## src/rtl/coomv_pkg.sv

```systemverilog
// ---------------------------------------------------------------------------
// coomv_pkg: shared types and constants
// Widths, codes and beat structs for the sparse COO matrix-vector block.
// ---------------------------------------------------------------------------
package coomv_pkg;

  localparam int unsigned VEC_DEPTH      = 1024;
  localparam int unsigned ADDR_W         = $clog2(VEC_DEPTH);
  localparam int unsigned IDX_W          = 10;
  localparam int unsigned DATA_W         = 32;
  localparam int unsigned FRAC_W         = 16;
  localparam int unsigned PROD_W         = 2 * DATA_W;
  localparam int unsigned SUM_W          = PROD_W - FRAC_W + 1;
  localparam int unsigned MODE_W         = 2;
  localparam int unsigned OUT_FIFO_DEPTH = 4;
  localparam int unsigned OUT_PTR_W      = $clog2(OUT_FIFO_DEPTH);
  localparam int unsigned OUT_CNT_W      = $clog2(OUT_FIFO_DEPTH + 1);

  typedef enum logic [1:0] {
    ACT_WR_X    = 2'd0,
    ACT_WR_Y    = 2'd1,
    ACT_NONZERO = 2'd2,
    ACT_RD_Y    = 2'd3
  } action_e;

  typedef enum logic [MODE_W-1:0] {
    MODE_MAC  = 2'd0,
    MODE_MSC  = 2'd1,
    MODE_TMAC = 2'd2
  } mode_e;

  typedef struct packed {
    logic [1:0]              action;
    logic [IDX_W-1:0]        row_index;
    logic [IDX_W-1:0]        col_index;
    logic signed [DATA_W-1:0] value;
    logic                    last_entry;
  } in_t;

  typedef struct packed {
    logic signed [DATA_W-1:0] result_value;
    logic [IDX_W-1:0]         result_index;
    logic                     done_res;
  } out_t;

  typedef struct packed {
    logic       res_valid;
    logic [1:0] inflight;
  } dp_stat_t;

endpackage

```

## src/rtl/coomv_out_fifo.sv

```systemverilog
// ---------------------------------------------------------------------------
// coomv_out_fifo: result buffer
// Small register FIFO that decouples the non-stalling pipeline from the
// output handshake.
// ---------------------------------------------------------------------------
module coomv_out_fifo (
  input  logic                             clk_i,
  input  logic                             rst_ni,
  input  logic                             push_i,
  input  coomv_pkg::out_t                  data_i,
  input  logic                             pop_i,
  output logic                             valid_o,
  output coomv_pkg::out_t                  data_o,
  output logic [coomv_pkg::OUT_CNT_W-1:0]  count_o
);

  localparam int unsigned PW = coomv_pkg::OUT_PTR_W;
  localparam int unsigned CW = coomv_pkg::OUT_CNT_W;

  coomv_pkg::out_t mem_q [coomv_pkg::OUT_FIFO_DEPTH];
  logic [PW-1:0]   wr_ptr_q;
  logic [PW-1:0]   rd_ptr_q;
  logic [CW-1:0]   cnt_q;
  logic            do_pop;

  assign do_pop  = pop_i && (cnt_q != '0);
  assign valid_o = (cnt_q != '0);
  assign data_o  = mem_q[rd_ptr_q];
  assign count_o = cnt_q;

  always_ff @(posedge clk_i) begin
    if (push_i) begin
      mem_q[wr_ptr_q] <= data_i;
    end
  end

  always_ff @(posedge clk_i or negedge rst_ni) begin
    if (!rst_ni) begin
      wr_ptr_q <= '0;
      rd_ptr_q <= '0;
      cnt_q    <= '0;
    end else begin
      if (push_i) begin
        wr_ptr_q <= wr_ptr_q + PW'(1);
      end
      if (do_pop) begin
        rd_ptr_q <= rd_ptr_q + PW'(1);
      end
      cnt_q <= cnt_q + CW'(push_i) - CW'(do_pop);
    end
  end

  a_no_overflow: assert property (@(posedge clk_i) disable iff (!rst_ni)
    push_i |-> (cnt_q < CW'(coomv_pkg::OUT_FIFO_DEPTH)))
    else $error("result buffer overflow");

  a_count_step: assert property (@(posedge clk_i) disable iff (!rst_ni)
    (push_i && !do_pop) |=> (cnt_q == $past(cnt_q) + CW'(1)))
    else $error("result buffer count did not follow a push");

endmodule

```

## config.mk

```make
export PLATFORM = sky130hd
export DESIGN_NAME = coomv_out_fifo
export DESIGN_NICKNAME = d
export VERILOG_FILES = /design/src/rtl/coomv_pkg.sv /design/src/rtl/coomv_out_fifo.sv
export SDC_FILE = /design/constraint.sdc
export NUM_CORES = 1
export LEC_CHECK = 0
export BUFFER_PORTS_ARGS = -buffer_cell sky130_fd_sc_hd__buf_2
export CORE_MARGIN = 2
export CORE_UTILIZATION = 50
export CTS_CLUSTER_DIAMETER = 120
export DETAILED_ROUTE_END_ITERATION = 8
export GPL_TIMING_DRIVEN = 0
export HOLD_SLACK_MARGIN = 0.12
export PLACE_DENSITY = 0.76
export SLEW_MARGIN = 20
export SYNTH_ARGS = -nofsm -noshare
export SYNTH_HDL_FRONTEND = slang
export SYNTH_SLANG_ARGS = --single-unit
```

## constraint.sdc

```tcl
create_clock -name clk_i -period 2 [get_ports clk_i]
set_input_delay 0.4 -clock clk_i [delete_from_list [all_inputs] [get_ports clk_i]]
set_output_delay 0.4 -clock clk_i [all_outputs]
set_load 0.1 [all_outputs]
```

==> impl_metrics.tcl <==
set metrics [dict create \
    fin_setup_tns_ns -9.70 \
    drive_gt1_share_pct 48.9 \
    routedWlPerCell_um 19.8 \
    fin_crit_sh_pct 113 \
    cp_slowest_stage_delay_ns 0.54 \
    setup_viol 44 \
    grt_max_degree 44 \
    nets 434 \
    finalHoldViolations 0 \
    synth_nets 313 \
    crit_arrival_ns 1.87 \
    drc_errors 0 \
    ioPinCount 94 \
    grt_usage_pct 17.2 \
    syn_area_per_cell_um2 25.7 \
    dp_hpwl_um 6590 \
    critPathTopFamily "multiplexers" \
    crit_type "flop to output pin" \
    ys_seq_elements 179 \
    crit_top_cell "buf_12" \
    netlist_area_mm2 0.00666 \
    cp_max_fo 10 \
    vias 2999 \
    clockBufferDepth 2 \
    dr.pass1.iters 6 \
    cts_tree "yes" \
    die_h_um 119 \
    critPathBufInv 3 \
    relSlewSlack_pct 54.7 \
    syn_inst 259 \
    crit_chain "buf_12 -> buf_12 -> mux4_2 -> buf_6" \
    clock.fmax_ghz 0.441 \
    ys_seq_area_share_pct 80.2 \
    place_congestion 0.648 \
    clkLatencyLatePin_ns 0.42 \
    min_period_ns 2.27 \
    antenna_found_initial 0 \
    fillers 905 \
    status "complete, but fails checks" \
    h-tree-depth 4 \
    fin_worst_skew_ns 0.00612 \
    grt_pass1_wl_um 17800 \
    synth.area.mux_share_pct 14.8 \
    clock-sinks 179 \
    dieArea_mm2 0.0143 \
    yosys.area_share.simple_pct 0.526 \
    cts_buffers 17 \
    synth_compound_area_share_pct 0.338 \
    min_path_type "input port to flop" \
    violations "setup timing" \
    ys.warnings.count 0 \
    grt_pass1_vias 3249 \
    worstPathRequired_ns 1.60 \
    initial_core_util_pct 50.7 \
    synthDominantCellAreaShare_pct 77.5 \
    worstMarginPinSlew_ns 0.679 \
    drtIter0Drc 202 \
    path_clk_slew_ns 0.06 \
    syn_to_final_growth_pct 25.0 \
    antennaDiodeCount 0 \
    maxCapViolations 0 \
    startpoint_type "flop" \
    ys_types 18 \
    coreArea_mm2 0.0131 \
    overflow 0 \
    rsz0062_at_grt "yes" \
    synthXorXnorAreaFrac_pct 0.657 \
    die_w_um 119 \
    cpMaxStageDelayCell "mux4_2" \
    cts_root_buf "clkbuf_16" \
    routed_via_density 5.27 \
    synth_adder_area_share_pct 1.43 \
    numPortBuffers 93 \
    finalWorstSetupSlack_ns -0.269 \
    num_rows 42 \
    synth_area_leaders "edfxtp_1, mux4_2, dfrtp_1" \
    synth_top_family_by_area "multiplexers" \
    synth_top_area_cell "edfxtp_1" \
    slew_violations 0 \
    end_kind "output pin" \
    wl_um 11300 \
    detail-route-antenna-nets 0 \
]
-- synthesized netlist by cell type --
master	n
inv_1	6
o31a_1	1
ha_1	6
edfxtp_1	172
xor2_1	2
dfrtp_1	7
and2_1	4
nand2_1	1
buf_6	1
fa_1	1
mux4_2	38
buf_2	5
o311ai_0	1
or3_1	1
buf_12	4
o21ai_0	1
xnor2_1	3
mux4_1	5
-- layer usage --
layer	part of all wire (%)	up-vias	routed length, µm	GRT usage (%)
met3	5.0	19	567	6.08
li1	-	1339	-	-
met2	52	77	5900	28.3
met4	1.5	0	168	5.96
met1	41	1564	4640	21.4
met5	0	-	0	0
-- through the flow --
stage	hold WS, ns	setup slack [ns]	cells	util [%]	instance area [µm²]
floorplan	0.104	-0.157	259	-	6680
CTS	0.164	-0.303	569	63.3	8310
global placement	0.239	-0.773	528	56.1	7370
detailed placement	0.244	-0.0533	528	56.1	7370
global route	0.167	-0.329	569	63.4	8330
finish	0.187	-0.269	569	63.4	8330
-- flip-flops by register name, summed over array words and instances, names as in the netlist --
register  count
mem_q       172
count_o       3
rd_ptr_q      2
wr_ptr_q      2
-- cell usage in the layout, fill, tap and decap left out, types with 2 or more instances in the layout --
cell / synthesis / routed
buf_12: 4 / 11
clkbuf_1: 0 / 3
edfxtp_1: 172 / 172
buf_6: 1 / 42
clkinv_4: 0 / 4
clkinv_1: 0 / 2
xnor2_1: 3 / 2
dfrtp_1: 7 / 3
inv_1: 6 / 6
dfrtp_4: 0 / 2
xor2_1: 2 / 2
buf_2: 5 / 49
and2_4: 0 / 4
ha_1: 6 / 5
buf_4: 0 / 7
clkbuf_16: 0 / 17
clkinvlp_4: 0 / 4
dfrtp_2: 0 / 2
mux4_2: 38 / 43
-- final cells by class --
cell class,instances,area (µm²),share of cell area [%]
sequential,179,5350,64.3
multi-input combinational,64,1190,14.3
timing repair buffer,102,882,10.6
clock buffer,20,437,5.24
tap,176,220,2.64
buffer,10,141,1.70
clock inverter,12,86.3,1.04
inverter,6,22.5,0.270
-- path summary, 6_finish.rpt --
check | startpoint | to | slack [ns] | depth (start not counted)
setup / recovery | rd_ptr_q[0] | data_o[32] | -0.27 | 4
hold / removal | data_i[35] | mem_q[1][35] | 0.19 | 1
setup reg to reg | count_o[1] | count_o[2] | 0 | 7
hold reg to reg | wr_ptr_q[0] | wr_ptr_q[0] | 0.55 | 1
max in group asynchronous | rst_ni | count_o[0] | 1.47 | 2
min in group asynchronous | rst_ni | count_o[2] | 0.35 | 2
-- logic make-up (layout without fill, tap and decap cells) --
family	after synthesis	after routing
DFF	179	179
buffers and inverters	16	150
xor gates and xnor gates	5	5
AOI/OAI and AO/OA	3	3
adders and majority gates	7	7
and+or+nand+nor	6	6
muxes	43	43
-- what timing repair did --
action / 4_1_cts / 5_1_grt
hold buffers: 1 / 0
endpoints found under the setup margin: 44 / 45
cloned: 1 / 0
pin swaps: 1 / 0
gates resized for setup: 111 / 10
buffers inserted: 7 / 1
endpoints found under the hold margin: 7 / 0
Power is not shown: default switching activity piles up to over one toggle a cycle in this logic, so the estimate is an artifact.
